==> config.mk <==
export PLATFORM = sky130hd
export DESIGN_NAME = servo_slew_and_pulse_sequencer
export DESIGN_NICKNAME = d
export VERILOG_FILES = /design/src/ssps_pkg.sv /design/src/ssps_alu.sv /design/src/servo_slew_and_pulse_sequencer.sv
export SDC_FILE = /design/constraint.sdc
export NUM_CORES = 1
export LEC_CHECK = 0
export BUFFER_PORTS_ARGS = -buffer_cell sky130_fd_sc_hd__buf_2
export CAP_MARGIN = 20
export CORE_MARGIN = 8
export CORE_UTILIZATION = 62
export CTS_CLUSTER_SIZE = 14
export DETAILED_ROUTE_END_ITERATION = 12
export GPL_TIMING_DRIVEN = 0
export MAX_ROUTING_LAYER = met4
export PLACE_DENSITY = 0.92
export REMOVE_ABC_BUFFERS = 1
export SYNTH_ARGS = -nofsm -noshare
export SYNTH_HDL_FRONTEND = slang
export SYNTH_SLANG_ARGS = --single-unit
==> constraint.sdc <==
create_clock -name clk -period 12.7 [get_ports clk]
set_input_delay 1.27 -clock clk [delete_from_list [all_inputs] [get_ports clk]]
set_output_delay 1.27 -clock clk [all_outputs]
set_load 0.005 [all_outputs]
==> src/ssps_pkg.sv <==
`default_nettype none

package ssps_pkg;

    localparam int CHANNELS_DEF    = 4;
    localparam int SLOT_COUNTS_DEF = 5000;
    localparam int POS_W           = 10;
    localparam int STEP_W          = 8;
    localparam int CH_W            = 2;
    localparam int OP_W            = 2;
    localparam int INTERVAL_W      = 16;
    localparam int CFG_IDX_W       = 3;
    localparam int CFG_DATA_W      = 10;

    localparam logic [CFG_IDX_W-1:0] CFG_MIN_BASE = 3'd0;
    localparam logic [CFG_IDX_W-1:0] CFG_MAX_BASE = 3'd4;

    localparam logic [POS_W-1:0] MAX_LIMIT_RESET = 10'd1023;

    typedef enum logic [OP_W-1:0] {
        OP_SET  = 2'd0,
        OP_SLEW = 2'd1,
        OP_CMP  = 2'd2
    } op_t;

    typedef enum logic [1:0] {
        ST_IDLE,
        ST_SLEW,
        ST_CMP
    } state_t;

    typedef struct packed {
        logic [POS_W-1:0]  cur;
        logic [POS_W-1:0]  goal;
        logic [STEP_W-1:0] step;
        logic [POS_W-1:0]  lo;
        logic [POS_W-1:0]  hi;
        logic              high_edge;
    } alu_in_t;

    typedef struct packed {
        logic [POS_W-1:0]      slew_pos;
        logic [INTERVAL_W-1:0] interval;
    } alu_out_t;

endpackage

`default_nettype wire

==> src/ssps_alu.sv <==
`default_nettype none

module ssps_alu
    import ssps_pkg::*;
#(
    parameter int SLOT_COUNTS = SLOT_COUNTS_DEF
) (
    input  alu_in_t  a,
    output alu_out_t y
);

    localparam logic [INTERVAL_W:0] SLOT_EXT = (INTERVAL_W+1)'(SLOT_COUNTS);

    logic [POS_W-1:0]      goal_lo;
    logic [POS_W-1:0]      goal;
    logic [POS_W:0]        goal_plus;
    logic [POS_W:0]        cur_plus;
    logic [POS_W-1:0]      cur_minus;
    logic [INTERVAL_W:0]   pulse;
    logic [INTERVAL_W-1:0] rest;

    always_comb
    begin
        goal_lo   = (a.goal < a.lo) ? a.lo : a.goal;
        goal      = (goal_lo > a.hi) ? a.hi : goal_lo;
        goal_plus = {1'b0, goal} + (POS_W+1)'(a.step);
        cur_plus  = {1'b0, a.cur} + (POS_W+1)'(a.step);
        cur_minus = a.cur - POS_W'(a.step);

        if (a.cur > goal)
        begin
            y.slew_pos = ({1'b0, a.cur} < goal_plus) ? goal : cur_minus;
        end
        else if (a.cur < goal)
        begin
            y.slew_pos = (cur_plus > {1'b0, goal}) ? goal : cur_plus[POS_W-1:0];
        end
        else
        begin
            y.slew_pos = a.cur;
        end

        // times ten as shift and add
        pulse = ((INTERVAL_W+1)'(a.cur) << 3) + ((INTERVAL_W+1)'(a.cur) << 1);
        rest  = (SLOT_EXT > pulse) ? INTERVAL_W'(SLOT_EXT - pulse) : '0;
        y.interval = a.high_edge ? pulse[INTERVAL_W-1:0] : rest;
    end

endmodule

`default_nettype wire

==> src/servo_slew_and_pulse_sequencer.sv <==
// Channel | Direction | Handshake          | Payload
// in      | input     | in_valid/in_ready  | operation, channel, target_angle, step_size
// out     | output    | out_valid/out_ready| out_channel, pin_level, interval_counts,
//         |           |                    | position, last
// cfg     | input     | cfg_we             | cfg_index, cfg_data
//
// Set target gives no item. A slew tick gives one item per channel (CHANNELS),
// through a single shared clamp/step unit.
// A compare event gives one item through the same unit.
// A result waits in the output register; each stalled cycle there stalls the walk.
// Reset clears positions, targets, steps, edge phase and slot index; limits reset
// to 0 and 1023.
`default_nettype none

module servo_slew_and_pulse_sequencer
    import ssps_pkg::*;
#(
    parameter int CHANNELS    = CHANNELS_DEF,
    parameter int SLOT_COUNTS = SLOT_COUNTS_DEF
) (
    input  wire logic                  clk,
    input  wire logic                  rst_n,

    input  wire logic                  in_valid,
    output logic                       in_ready,
    input  wire logic [OP_W-1:0]       operation,
    input  wire logic [CH_W-1:0]       channel,
    input  wire logic [POS_W-1:0]      target_angle,
    input  wire logic [STEP_W-1:0]     step_size,

    output logic                       out_valid,
    input  wire logic                  out_ready,
    output logic [CH_W-1:0]            out_channel,
    output logic                       pin_level,
    output logic [INTERVAL_W-1:0]      interval_counts,
    output logic [POS_W-1:0]           position,
    output logic                       last,

    input  wire logic                  cfg_we,
    input  wire logic [CFG_IDX_W-1:0]  cfg_index,
    input  wire logic [CFG_DATA_W-1:0] cfg_data
);

    localparam int IDX_W = (CHANNELS > 1) ? $clog2(CHANNELS) : 1;
    localparam logic [CH_W:0]    CH_LIMIT = (CH_W+1)'(CHANNELS);
    localparam logic [IDX_W-1:0] IDX_LAST = IDX_W'(CHANNELS - 1);

    state_t state_reg, state_next;

    logic [POS_W-1:0]  cur_reg  [CHANNELS];
    logic [POS_W-1:0]  cur_next [CHANNELS];
    logic [POS_W-1:0]  tgt_reg  [CHANNELS];
    logic [POS_W-1:0]  tgt_next [CHANNELS];
    logic [STEP_W-1:0] step_reg [CHANNELS];
    logic [STEP_W-1:0] step_next[CHANNELS];
    logic [POS_W-1:0]  min_reg  [CHANNELS];
    logic [POS_W-1:0]  min_next [CHANNELS];
    logic [POS_W-1:0]  max_reg  [CHANNELS];
    logic [POS_W-1:0]  max_next [CHANNELS];

    logic              edge_reg, edge_next;
    logic [IDX_W-1:0]  slot_reg, slot_next;
    logic [IDX_W-1:0]  idx_reg, idx_next;

    logic                  out_valid_reg, out_valid_next;
    logic [CH_W-1:0]       out_ch_reg, out_ch_next;
    logic                  pin_reg, pin_next;
    logic [INTERVAL_W-1:0] intv_reg, intv_next;
    logic [POS_W-1:0]      pos_reg, pos_next;
    logic                  last_reg, last_next;

    logic [IDX_W-1:0] sel;
    logic             out_free;
    alu_in_t          alu_a;
    alu_out_t         alu_y;

    assign sel      = (state_reg == ST_SLEW) ? idx_reg : slot_reg;
    assign out_free = !out_valid_reg || out_ready;

    always_comb
    begin
        alu_a.cur       = cur_reg[sel];
        alu_a.goal      = tgt_reg[sel];
        alu_a.step      = step_reg[sel];
        alu_a.lo        = min_reg[sel];
        alu_a.hi        = max_reg[sel];
        alu_a.high_edge = !edge_reg;
    end

    ssps_alu #(
        .SLOT_COUNTS(SLOT_COUNTS)
    ) u_alu (
        .a(alu_a),
        .y(alu_y)
    );

    always_comb
    begin
        state_next     = state_reg;
        cur_next       = cur_reg;
        tgt_next       = tgt_reg;
        step_next      = step_reg;
        min_next       = min_reg;
        max_next       = max_reg;
        edge_next      = edge_reg;
        slot_next      = slot_reg;
        idx_next       = idx_reg;
        out_valid_next = out_valid_reg && !out_ready;
        out_ch_next    = out_ch_reg;
        pin_next       = pin_reg;
        intv_next      = intv_reg;
        pos_next       = pos_reg;
        last_next      = last_reg;

        if (cfg_we && ({1'b0, cfg_index[CH_W-1:0]} < CH_LIMIT))
        begin
            if (cfg_index < CFG_MAX_BASE)
            begin
                min_next[cfg_index[IDX_W-1:0]] = cfg_data[POS_W-1:0];
            end
            else
            begin
                max_next[cfg_index[IDX_W-1:0]] = cfg_data[POS_W-1:0];
            end
        end

        case (state_reg)
            ST_IDLE:
            begin
                if (in_valid)
                begin
                    case (op_t'(operation))
                        OP_SET:
                        begin
                            if ({1'b0, channel} < CH_LIMIT)
                            begin
                                tgt_next[channel[IDX_W-1:0]]  = target_angle;
                                step_next[channel[IDX_W-1:0]] = step_size;
                            end
                        end
                        OP_SLEW:
                        begin
                            idx_next   = '0;
                            state_next = ST_SLEW;
                        end
                        OP_CMP:
                        begin
                            state_next = ST_CMP;
                        end
                        default:
                        begin
                            state_next = ST_IDLE;
                        end
                    endcase
                end
            end
            ST_SLEW:
            begin
                if (out_free)
                begin
                    cur_next[idx_reg] = alu_y.slew_pos;
                    out_valid_next    = 1'b1;
                    out_ch_next       = CH_W'(idx_reg);
                    pin_next          = 1'b0;
                    intv_next         = '0;
                    pos_next          = alu_y.slew_pos;
                    last_next         = (idx_reg == IDX_LAST);
                    if (idx_reg == IDX_LAST)
                    begin
                        state_next = ST_IDLE;
                    end
                    else
                    begin
                        idx_next = idx_reg + 1'b1;
                    end
                end
            end
            ST_CMP:
            begin
                if (out_free)
                begin
                    out_valid_next = 1'b1;
                    out_ch_next    = CH_W'(slot_reg);
                    pin_next       = !edge_reg;
                    intv_next      = alu_y.interval;
                    pos_next       = cur_reg[slot_reg];
                    last_next      = 1'b1;
                    edge_next      = !edge_reg;
                    if (edge_reg)
                    begin
                        slot_next = (slot_reg == IDX_LAST) ? '0 : slot_reg + 1'b1;
                    end
                    state_next = ST_IDLE;
                end
            end
            default:
            begin
                state_next = ST_IDLE;
            end
        endcase
    end

    always_ff @(posedge clk or negedge rst_n)
    begin
        if (!rst_n)
        begin
            state_reg     <= ST_IDLE;
            edge_reg      <= 1'b0;
            slot_reg      <= '0;
            idx_reg       <= '0;
            out_valid_reg <= 1'b0;
            for (int i = 0; i < CHANNELS; i++)
            begin
                cur_reg[i]  <= '0;
                tgt_reg[i]  <= '0;
                step_reg[i] <= '0;
                min_reg[i]  <= '0;
                max_reg[i]  <= MAX_LIMIT_RESET;
            end
        end
        else
        begin
            state_reg     <= state_next;
            edge_reg      <= edge_next;
            slot_reg      <= slot_next;
            idx_reg       <= idx_next;
            out_valid_reg <= out_valid_next;
            cur_reg       <= cur_next;
            tgt_reg       <= tgt_next;
            step_reg      <= step_next;
            min_reg       <= min_next;
            max_reg       <= max_next;
        end
    end

    always_ff @(posedge clk)
    begin
        out_ch_reg <= out_ch_next;
        pin_reg    <= pin_next;
        intv_reg   <= intv_next;
        pos_reg    <= pos_next;
        last_reg   <= last_next;
    end

    assign in_ready        = (state_reg == ST_IDLE);
    assign out_valid       = out_valid_reg;
    assign out_channel     = out_ch_reg;
    assign pin_level       = pin_reg;
    assign interval_counts = intv_reg;
    assign position        = pos_reg;
    assign last            = last_reg;

endmodule

`default_nettype wire

# After elaboration in Yosys (flattened, before gate mapping)

Cells that the tools add are included.

Logic and storage cells: 163
Register bits after elaboration: 230
Input bits: 40
Output and inout port bits: 32

Reductions and logical operators: 22
Add/subtract/negate cells: 7
Mux-type cells: 69
Equality and inequality tests: 13
Bitwise operators: 6
Order comparisons: 16

Operators by type and width:

| kind                     | number |
|---|---|
| $mux W10                 | 21 |
| $bwmux W40               | 4 |
| $bmux W10 S2             | 5 |
| $mux W16                 | 4 |
| $demux W10 S2            | 3 |
| $bwmux W32               | 1 |
| $pmux W16 S2             | 1 |
| $mux W2                  | 12 |
| $mux W8                  | 3 |
| $add A10 B8 Y11          | 2 |
| $gt A10 B10 Y1           | 2 |
| $lt A10 B10 Y1           | 2 |
| $pmux W10 S2             | 1 |
| $gt A13 B17 Y1 const A   | 1 |
| $bmux W8 S2              | 1 |
| $demux W8 S2             | 1 |
| $sub A13 B16 Y16 const A | 1 |
| $ge A3 B3 Y1 const B     | 5 |
| $not A2 Y3               | 5 |
| $add A13 B11 Y14         | 1 |
| $pmux W2 S3              | 2 |
| $gt A11 B10 Y1           | 1 |
| $lt A10 B11 Y1           | 1 |
| $ne A2 B2 Y1 const B     | 5 |
| other kinds (20)         | 48 |

# Depth between registers and ports, before layout

Gate-level depths: netlist (run 1).

Word-level depth: 16
Depth in mapped cells: 43
Gate-level depth less buffers: 39

# Modules after synthesis

Synthesis (run 1) repeated with hierarchy kept, for this count alone.

Cell total of the unflattened synthesis: 1107
Area total of the unflattened synthesis: 14005.9 um2

Modules (own cells, without submodules):

| module                         | cells each | seq. area each (um2) | area each (um2) | instances |
|---|---|---|---|---|
| servo_slew_and_pulse_sequencer | 613        | 5955.7               | 10411.2         | 1 |
| ssps_alu                       | 494        | 0.0                  | 3594.7          | 1 |

# Worst setup path after synthesis (run 1)

OpenSTA, ideal clock, no wires.

Kind: register to register
Start point: register state_reg[1]
End point: register pos_reg[8], in the netlist position[8] (data pin)
Slack: 2.591 ns
Library setup time: 0.278 ns
Data required time: 12.422 ns
Arrival time: 9.831 ns
Path buffers: 4
Cell stages (with the launch flop): 42
Period minus slack after synthesis: 10.109 ns
Path through: dfrtp_1 > inv_1 > ha_1 > buf_6 > mux2i_2 > buf_6 > buf_4 > mux4_2 > ha_1 > and4_1 > and3_1 > a2111oi_0 > nand2_2 > nand2_1 > o21ai_0 > ha_1 > nand3_1 > nor4_1 > [... 6 more ...] > inv_1 > fa_1 > nand3b_1 > a21boi_0 > o21ai_0 > a21boi_0 > o21a_1 > nor2_1 > xnor2_1 > ha_1 > or3_1 > a221oi_1 > o21ai_0 > o311ai_1 > nor3_1 > a32o_1 > o22ai_1 > a32oi_1

Cells in the longest elaborated chain, start to end: 16
Elaborated cells on any way between the ends: 36
Those cells by class: add/sub: 3; order compare: 6; eq/ne: 2; mux: 24; bitwise: 1

Ends and longest elaborated chain:

| element                                           | line                                                                        | source |
|---|---|---|
| start: declaration                                | servo_slew_and_pulse_sequencer.sv:48                                        | `state_t state_reg, state_next;` |
| start signal: assignment                          | servo_slew_and_pulse_sequencer.sv:223                                       | `state_reg <= state_next;` |
| $eq A2 B1 Y1                                      | servo_slew_and_pulse_sequencer.sv:77, servo_slew_and_pulse_sequencer.sv:127 |  |
| $mux W2                                           | servo_slew_and_pulse_sequencer.sv:77                                        | `assign sel = (state_reg == ST_SLEW) ? idx_reg : slot_reg;` |
| $not A2 Y3 (not written as such)                  | --                                                                          |  |
| $bmux W10 S2 (on tied branches)                   | servo_slew_and_pulse_sequencer.sv:83, servo_slew_and_pulse_sequencer.sv:85  |  |
| $mux W10 (on tied branches) (2 in series)         | servo_slew_and_pulse_sequencer.sv:83, servo_slew_and_pulse_sequencer.sv:85  |  |
| $lt A10 B10 Y1                                    | ssps_alu.sv:24                                                              | `goal_lo = (a.goal < a.lo) ? a.lo : a.goal;` |
| $mux W10                                          | ssps_alu.sv:24                                                              |  |
| $gt A10 B10 Y1                                    | ssps_alu.sv:25                                                              | `goal = (goal_lo > a.hi) ? a.hi : goal_lo;` |
| $mux W10                                          | ssps_alu.sv:25                                                              |  |
| $add A10 B8 Y11 or $gt A11 B10 Y1 (tied branches) | ssps_alu.sv:26, ssps_alu.sv:36                                              |  |
| $lt A10 B11 Y1 or $mux W10 (tied branches)        | ssps_alu.sv:32, ssps_alu.sv:36                                              |  |
| $mux W10 (on tied branches)                       | ssps_alu.sv:32, ssps_alu.sv:34                                              |  |
| $mux W10                                          | ssps_alu.sv:30                                                              | `if (a.cur > goal)` |
| $mux W10                                          | servo_slew_and_pulse_sequencer.sv:159                                       | `if (out_free)` |
| $pmux W10 S2 (*)                                  | servo_slew_and_pulse_sequencer.sv:127                                       | `case (state_reg)` |
| via pos_next[8]                                   | servo_slew_and_pulse_sequencer.sv:69                                        | `logic [POS_W-1:0] pos_reg, pos_next;` |
| end signal: assignment                            | servo_slew_and_pulse_sequencer.sv:241                                       | `pos_reg <= pos_next;` |
| end: declaration                                  | servo_slew_and_pulse_sequencer.sv:69                                        |  |

The timed path passes the listed nets; every way through them passes the cells marked *. The select of a mux whose other input is x is not followed.
A chain may end at the register's enable or synchronous reset.

# Final worst setup path (run 1)

Same ends and word-level chain as after synthesis.

==> metrics.md, run 1 <==
| Metric | Value |
|---|---|
| CP arrival | 12.00 ns |
| Commonest non-fill, non-tap cell in the layout | mux2_2 |
| Flop-to-flop setup slack | 0.94 ns |
| Setup Skew | 0.01673 ns |
| Sequential Area | 5926 µm² |
| Final Critical Period | 11.76 ns |
| Post-route cell area | 15610 µm² |
| Drt first pass iters | 7 |
| Asr flop ratio synth | 87.34% |
| Synthesized area | 14100 µm² |
| DP Area | between 10000 and 15000 µm² |
| DRC viols | 0 |
| Slowest stage cell, crit path | a2111oi_0 |
| Top cells by area, synth | dfrtp_1, mux2_2, ha_1 |
| Area of the multi-input gates | 7776 µm² |
| Hold path depth | 1 |
| Final Hold Viols | 0 |
| RSZ-0062 raised after global routing | false |
| Chip Height | approximately 170 µm |
| RD Place Congestion | 0.9351 |
| Critical Path End Type | register |
| Clk slew on worst S/H paths | 0.06 ns |
| Most used flip-flop cell after synthesis | dfrtp_1 |
| Post-synth EDFFs | 29 |
| Via density | 6.559 |
| Core ar. | 22500 µm² |
| Antenna violations before repair | 0 |
| CP delay by family, top | compound AO/OA/AOI/OAI gates |
| Vias post-DR | 10120 |
| Final setup margin | ~0.94 ns |
| Buf/Inv on CP | 6 |
| CP required | 12.94 ns |
| Initial Util | between 60% and 70% |
| Crit-path most repeated cell | ha_1 |
| Max clock buf depth | 3 |
| Fin crit share | about 93% |
| HPWL Detailed | 23.82 mm |
| Crit path largest cell delay | 0.75 ns |
| Non-filler cells, final | around 1500 |
| Syn Area/Cell | about 12 µm² |
| Setup Viol. Count Final | 0 |
| Seq cells post-synth | 229 |
| CTS Buf Count | 25 |
| Slew HR | 34.19% |
| Yosys Warn Count | 0 |
| Fillers | 1482 |
| Mapped Cells | 1174 |
| Critical Path Source | state_reg[1] |
| Root buf cell | clkbuf_16 |
| Hold Path Class | reg2reg |
| Layout area overhead | 10.72% |
| Yosys top cell area share | 28.39% |
| Setup crit end | position[8] |
| Insertion delay to the later sink of the worst-skew pair | 0.53 ns |
| Placed cell count | 1495 |
| WHS | around 0.50 ns |
| I/O Pins | 72 |
| Status | completed |
| Placement Rows | 55 |
| R2r endpoint | position[8] |
| Final wirelength | 34.20 mm |
| Die Span X | roughly 170 µm |
| Overflow after GRT | 0 |
| Worst Max-Slew Pin Slew | approximately 0.98 ns |
| Largest net degree at the start of global routing | 120 |
| Dpl ws | 1.145 ns |
| Share of post-route cells with drive strength above 1 | 34.58% |
| IO buf count | 70 |
| WL per Instance | 22.17 µm |
| Critical Path Stages | 41 |
| Clock Sinks | 229 |
| Final layout net count | 1374 |
| Commonest non-fill, non-tap cells in the layout | mux2_2, dfrtp_1, ha_1, buf_2, nand2_1 |
| First-pass GRT wire length | around 55 mm |
| Vias in the first global route | 10500 |
| CP Max Fanout | 19 |
| Crit Path Category | reg2reg |
| Max Fclk | 85.01 MHz |
| Die ar. | 27830 µm² |
| Reg2Reg Depth | 41 |
| Max Cap Viol | 0 |
| Max Slew Vio Count | 0 |
| N_diodes | 0 |
| Initial DRC count | roughly 930 |
| Critical Path Start Type | register |
| TritonCTS clock tree | built |
| RR Startpoint | state_reg[1] |
| Final antenna-violating net count | 0 |
| H-tree depth | 1 |
| Sequential area share after synthesis | 42.02% |
| Count of different cell masters after synthesis | 78 |
| Synth area leader | dfrtp_1 |
| GRT Total Usage | 24.94% |
stage by stage:
step / setup TNS [ns] / util, %
2_1_floorplan: 0 / -
3_3_place_gp: -75.68 / 64.83
3_5_place_dp: 0 / 65.85
4_1_cts: 0 / 69.23
5_1_grt: 0 / 69.39
6_report: 0 / 69.39
cell families (layout without fill, tap and decap cells):
group | after synthesis | in the layout | synth area share, %
AO/OA/AOI/OAI | 200 | 200 | 9.849
other | 1 | 3 | 0.02659
AND/OR/NAND/NOR | 227 | 227 | 8.065
multiplexers | 278 | 278 | 25.89
adder cells (fa/ha/maj) | 95 | 95 | 8.642
XOR/XNOR | 37 | 37 | 2.298
flip-flops | 229 | 229 | 42.02
buffers and inverters | 107 | 189 | 3.212
cell usage after synthesis (13+ instances only):
master,count
a21o_1,23
a21oi_1,41
clkbuf_1,31
dfrtp_1,160
dfstp_2,40
edfxtp_1,29
ha_1,91
inv_1,60
mux2_2,199
mux2i_1,24
mux4_2,47
nand2_1,67
nand2b_1,13
nand3_1,24
nor2_1,41
nor3_1,18
o21ai_0,45
xnor2_1,20
xor2_1,17
per-layer routing:
layer  share of wire [%]  GRT usage, %  vias up
li1                    -             -     4496
met1                  40         30.91     5006
met2                  48         40.42      503
met3                 7.9         4.397      116
met4                 3.9         9.832        0
met5                   0             -        -
worst min-delay path by stage:
stage	from	to	slack, ns
2_1_floorplan	cur_reg[1]	cur_reg[1]	0.47
3_3_place_gp	tgt_reg[0]	tgt_reg[0]	0.48
3_5_place_dp	step_reg[15]	step_reg[15]	0.49
4_1_cts	step_reg[15]	step_reg[15]	0.50
5_1_grt	step_reg[2]	step_reg[2]	0.51
6_report	step_reg[15]	step_reg[15]	0.50
repair_timing:
| action | in CTS | in global routing |
|---|---|---|
| buffers inserted | 0 | 0 |
| gates resized for setup | 0 | 1 |
| endpoints found under the hold margin | 0 | 0 |
| setup endpoints to repair | 0 | 1 |
| hold buffers | 0 | 0 |
final cells by class:
class	count	share of cell area [%]
clock buffers	39	4.536
flip-flops and latches	229	37.95
repair buffers	83	3.654
well taps	285	2.284
multi-input cells	840	49.80
clock inverters	7	0.3286
inverters	60	1.442
Power of run 1 is not shown: default switching activity piles up to over one toggle a cycle in this logic, so the estimate is an artifact.
==> run 2, diff against run 1 <==
--- a/config.mk
+++ b/config.mk
@@ -5,7 +5,7 @@
 export SDC_FILE = /design/constraint.sdc
 export NUM_CORES = 1
 export LEC_CHECK = 0
-export BUFFER_PORTS_ARGS = -buffer_cell sky130_fd_sc_hd__buf_2
+export BUFFER_PORTS_ARGS = -buffer_cell sky130_fd_sc_hd__clkbuf_2
 export CAP_MARGIN = 20
 export CORE_MARGIN = 8
 export CORE_UTILIZATION = 62
==> metrics.md, run 2 (same netlist as run 1, synthesis figures left out) <==
| Metric | Value |
|---|---|
| Die ar. | 27830 µm² |
| Post-CTS Repair Setup Buffers | 0 |
| CP Max Fanout | 18 |
| Max Fclk | 84.69 MHz |
| Layout area overhead | 10.73% |
| Fillers | about 1400 |
| I/O Pins | 72 |
| Max Cap Viol | 0 |
| Clock Sinks | 229 |
| Area of the multi-input gates | 7776 µm² |
| Slew HR | 29.59% |
| CP arrival | 12.03 ns |
| Share of post-route cells with drive strength above 1 | 34.58% |
| Worst Max-Slew Pin Slew | ~1.1 ns |
| Critical Path Start Type | register |
| Commonest non-fill, non-tap cells in the layout | mux2_2, dfrtp_1, ha_1, clkbuf_2, nand2_1 |
| Commonest non-fill, non-tap cell in the layout | mux2_2 |
| RD Place Congestion | 0.9432 |
| Status | completed |
| CTS Hold Bufs | 0 |
| IO buf count | 70 |
| Setup Viol. Count Final | 0 |
| Clk slew on worst S/H paths | 0.06 ns |
| Fin crit share | between 90% and 100% |
| Setup Skew | 0.01679 ns |
| Initial DRC count | 953 |
| Dpl ws | ~0.99 ns |
| Insertion delay to the later sink of the worst-skew pair | roughly 0.53 ns |
| Buf/Inv on CP | 6 |
| Die Span X | 166.8 µm |
| WL per Instance | roughly 22 µm |
| Slowest stage cell, crit path | a2111oi_0 |
| Vias post-DR | around 10000 |
| First-pass GRT wire length | 55.07 mm |
| Placement Rows | 55 |
| Max clock buf depth | 3 |
| N_diodes | 0 |
| HPWL Detailed | about 24 mm |
| Antenna violations before repair | 0 |
| Final Hold Viols | 0 |
| GRT Total Usage | 24.93% |
| Final antenna-violating net count | 0 |
| CTS Buf Count | 24 |
| Crit path largest cell delay | 0.69 ns |
| Final wirelength | between 30 and 40 mm |
| CP delay by family, top | compound AO/OA/AOI/OAI gates |
| Initial Util | 62.67% |
| Critical Path End Type | register |
| Largest net degree at the start of global routing | roughly 100 |
| Max Slew Vio Count | 0 |
| Final Critical Period | 11.81 ns |
| Core ar. | 22500 µm² |
| CP required | 12.92 ns |
| Overflow after GRT | 0 |
| Post-cts sizing count | 0 |
| Vias in the first global route | 10560 |
| TritonCTS clock tree | built |
| RSZ-0062 raised after global routing | false |
| Crit-path most repeated cell | ha_1 |
| Final setup margin | between 0.8 and 0.9 ns |
| Sequential Area | 5926 µm² |
| DRC viols | 0 |
| H-tree depth | 1 |
| Drt first pass iters | 5 |
| Root buf cell | clkbuf_16 |
| Final layout net count | between 1000 and 1500 |
| Chip Height | 166.8 µm |
| Crit Path Category | reg2reg |
| Via density | about 6.6 |
| Hold Path Class | reg2reg |
-- run 2: path summary, 6_finish.rpt --
kind | startpoint | endpoint | slack (ns) | cells past startpoint
max | state_reg[1] | position[8] | 0.89 | 41
min | min_reg[12] | min_reg[12] | 0.50 | 1
max reg2reg | state_reg[1] | position[8] | 0.89 | 41
min reg2reg | min_reg[12] | min_reg[12] | 0.50 | 1
max in group asynchronous | rst_n | edge_reg | 10.89 | 2
min in group asynchronous | rst_n | min_reg[32] | 0.83 | 1
-- run 2: per-layer routing --
metal,part of all wire [%],global-route usage [%],up-vias
met2,48,40.44,463
met1,42,31.15,5008
li1,-,-,4513
met5,0,-,-
met3,7.3,4.681,109
met4,3.2,8.656,0
-- run 2: through the flow --
stage	util [%]	setup TNS (ns)	hold slack, ns	instances	cell area, µm²
after floorplan	-	0	0.4669	1129	13880
after global placement	64.83	-77.05	0.4792	1484	14590
after detailed placement	65.85	0	0.4918	1495	14820
after CTS	69.24	0	0.5051	1538	15580
after global routing	69.39	0	0.5129	1540	15620
final	69.39	0	0.5039	1540	15620
-- run 2: final cells by class --
type | count | area share, %
Clock inverter | 7 | 0.5449
Inverter | 60 | 1.442
Timing Repair Buffer | 83 | 3.646
Sequential cell | 229 | 37.95
Multi-Input combinational cell | 840 | 49.80
Tap cell | 285 | 2.284
Clock buffer | 36 | 4.335
Power of run 2 is left out for the same reason.
==> run 3, diff against run 2 <==
--- a/config.mk
+++ b/config.mk
@@ -13,8 +13,10 @@
 export DETAILED_ROUTE_END_ITERATION = 12
 export GPL_TIMING_DRIVEN = 0
 export MAX_ROUTING_LAYER = met4
-export PLACE_DENSITY = 0.92
+export PLACE_DENSITY = 0.84
 export REMOVE_ABC_BUFFERS = 1
+export SETUP_SLACK_MARGIN = 0.5
 export SYNTH_ARGS = -nofsm -noshare
 export SYNTH_HDL_FRONTEND = slang
 export SYNTH_SLANG_ARGS = --single-unit
+export TNS_END_PERCENT = 10
==> metrics.md, run 3 (same netlist as run 1, synthesis figures left out) <==
| Metric | Value |
|---|---|
| Overflow after GRT | 0 |
| Antenna violations before repair | 0 |
| Core ar. | 22500 µm² |
| HPWL Detailed | 23.05 mm |
| Slew HR | 29.62% |
| WL per Instance | about 21 µm |
| Final Critical Period | 11.29 ns |
| Insertion delay to the later sink of the worst-skew pair | 0.54 ns |
| Max clock buf depth | 3 |
| Status | completed |
| Largest net degree at the start of global routing | 83 |
| CP Max Fanout | 17 |
| Via density | roughly 6.3 |
| Setup Skew | approximately 0.016 ns |
| Final layout net count | 1376 |
| Post-CTS Repair Setup Buffers | 0 |
| Clock Sinks | around 230 |
| CP required | 12.92 ns |
| IO buf count | 70 |
| Drt first pass iters | 5 |
| Layout area overhead | 11.61% |
| Share of post-route cells with drive strength above 1 | a little over a third |
| Critical Path End Type | register |
| Met1 Track Usage GR | 30.21% |
| Initial Util | 62.67% |
| CP arrival | 11.51 ns |
| Die Span X | 166.8 µm |
| Final Hold Viols | 0 |
| GRT Total Usage | about a quarter |
| Vias in the first global route | 10190 |
| Commonest non-fill, non-tap cell in the layout | mux2_2 |
| GRT Max-Usage Layer | met2 |
| Chip Height | 166.8 µm |
| Root buf cell | clkbuf_16 |
| Grt met3 use | 3.924% |
| Hold path startpoint | min_reg[6] |
| Crit path largest cell delay | around 0.68 ns |
| I/O Pins | 72 |
| M2 GR Usage | 38.65% |
| N_diodes | 0 |
| Hold Path Class | reg2reg |
| Finished Core Util | between 60% and 70% |
| CTS Hold Bufs | 0 |
| Die ar. | 27830 µm² |
| Fin crit share | 88.90% |
| Placed cell count | 1496 |
| Max Fclk | roughly 89 MHz |
| Vias post-DR | 9787 |
| Final wirelength | 32.11 mm |
| Max Cap Viol | 0 |
| H-tree depth | 1 |
| Crit-path most repeated cell | ha_1 |
| Placement Rows | 55 |
| Worst Max-Slew Pin Slew | 1.056 ns |
| Clk slew on worst S/H paths | around 0.060 ns |
| DRC viols | 0 |
| Crit Path Category | reg2reg |
| Critical Path Start Type | register |
| RSZ-0062 raised after global routing | false |
| Critical Path Source | state_reg[1] |
| WHS | 0.4994 ns |
| CTS Buf Count | 25 |
| First-pass GRT wire length | 52.49 mm |
| Final antenna-violating net count | 0 |
| Setup Viol. Count Final | 0 |
| Non-filler cells, final | 1545 |
| Reg2Reg Depth | 41 |
| Slowest stage cell, crit path | mux2i_4 |
| Initial DRC count | 810 |
| Hold path depth | 1 |
| RD Place Congestion | 0.9296 |
| Max Slew Vio Count | 0 |
| TritonCTS clock tree | built |
| RR Startpoint | state_reg[1] |
| Commonest non-fill, non-tap cells in the layout | mux2_2, dfrtp_1, ha_1, clkbuf_2, nand2_1 |
-- run 3: per-layer routing --
layer,wire length (µm),up-vias
met2,15640,364
li1,-,4512
met4,733,0
met1,13650,4847
met3,2081,64
met5,0,-
-- run 3: worst max-delay path: cells and delay by family (launching register included) --
family / cells / cell delay (ns)
buffers and inverters: 6 / 1.00
multiplexers: 2 / 1.23
AND/OR/NAND/NOR: 12 / 2.45
AO/OA/AOI/OAI: 14 / 3.88
XOR/XNOR: 1 / 0.14
adder cells (fa/ha/maj): 6 / 1.89
flip-flops: 1 / 0.39
-- run 3: per-stage QoR --
| step | setup TNS [ns] | setup slack [ns] | area [µm²] |
|---|---|---|---|
| 2_1_floorplan | 0 | 0.6340 | 13880 |
| 3_3_place_gp | -86.05 | -2.209 | 14590 |
| 3_5_place_dp | 0 | 1.024 | 14850 |
| 4_1_cts | 0 | 0.8724 | 15710 |
| 5_1_grt | 0 | 0.6849 | 15740 |
| 6_report | 0 | 1.410 | 15740 |
-- run 3: final timing paths --
path | end | slack [ns]
worst max register to register | position[8] | 1.41
max in group asynchronous | max_reg[8] | 10.94
worst min-delay path | min_reg[6] | 0.50
worst max-delay path | position[8] | 1.41
worst min register to register | min_reg[6] | 0.50
min in group asynchronous | tgt_reg[1] | 0.67
-- run 3: final cells by class --
class / instances / area, µm²
Clock buffer: 37 / 733.2
Clock inverter: 9 / 127.6
Fill cell: 1512 / 6763
Inverter: 60 / 225.2
Multi-Input combinational cell: 840 / 7770
Sequential cell: 229 / 5926
Tap cell: 285 / 356.6
Timing Repair Buffer: 85 / 601.8
-- run 3: what timing repair did --
item	in CTS	in global routing
gates resized for setup	0	1
hold endpoints to repair	0	0
endpoints found under the setup margin	0	1
Power of run 3 is left out for the same reason.
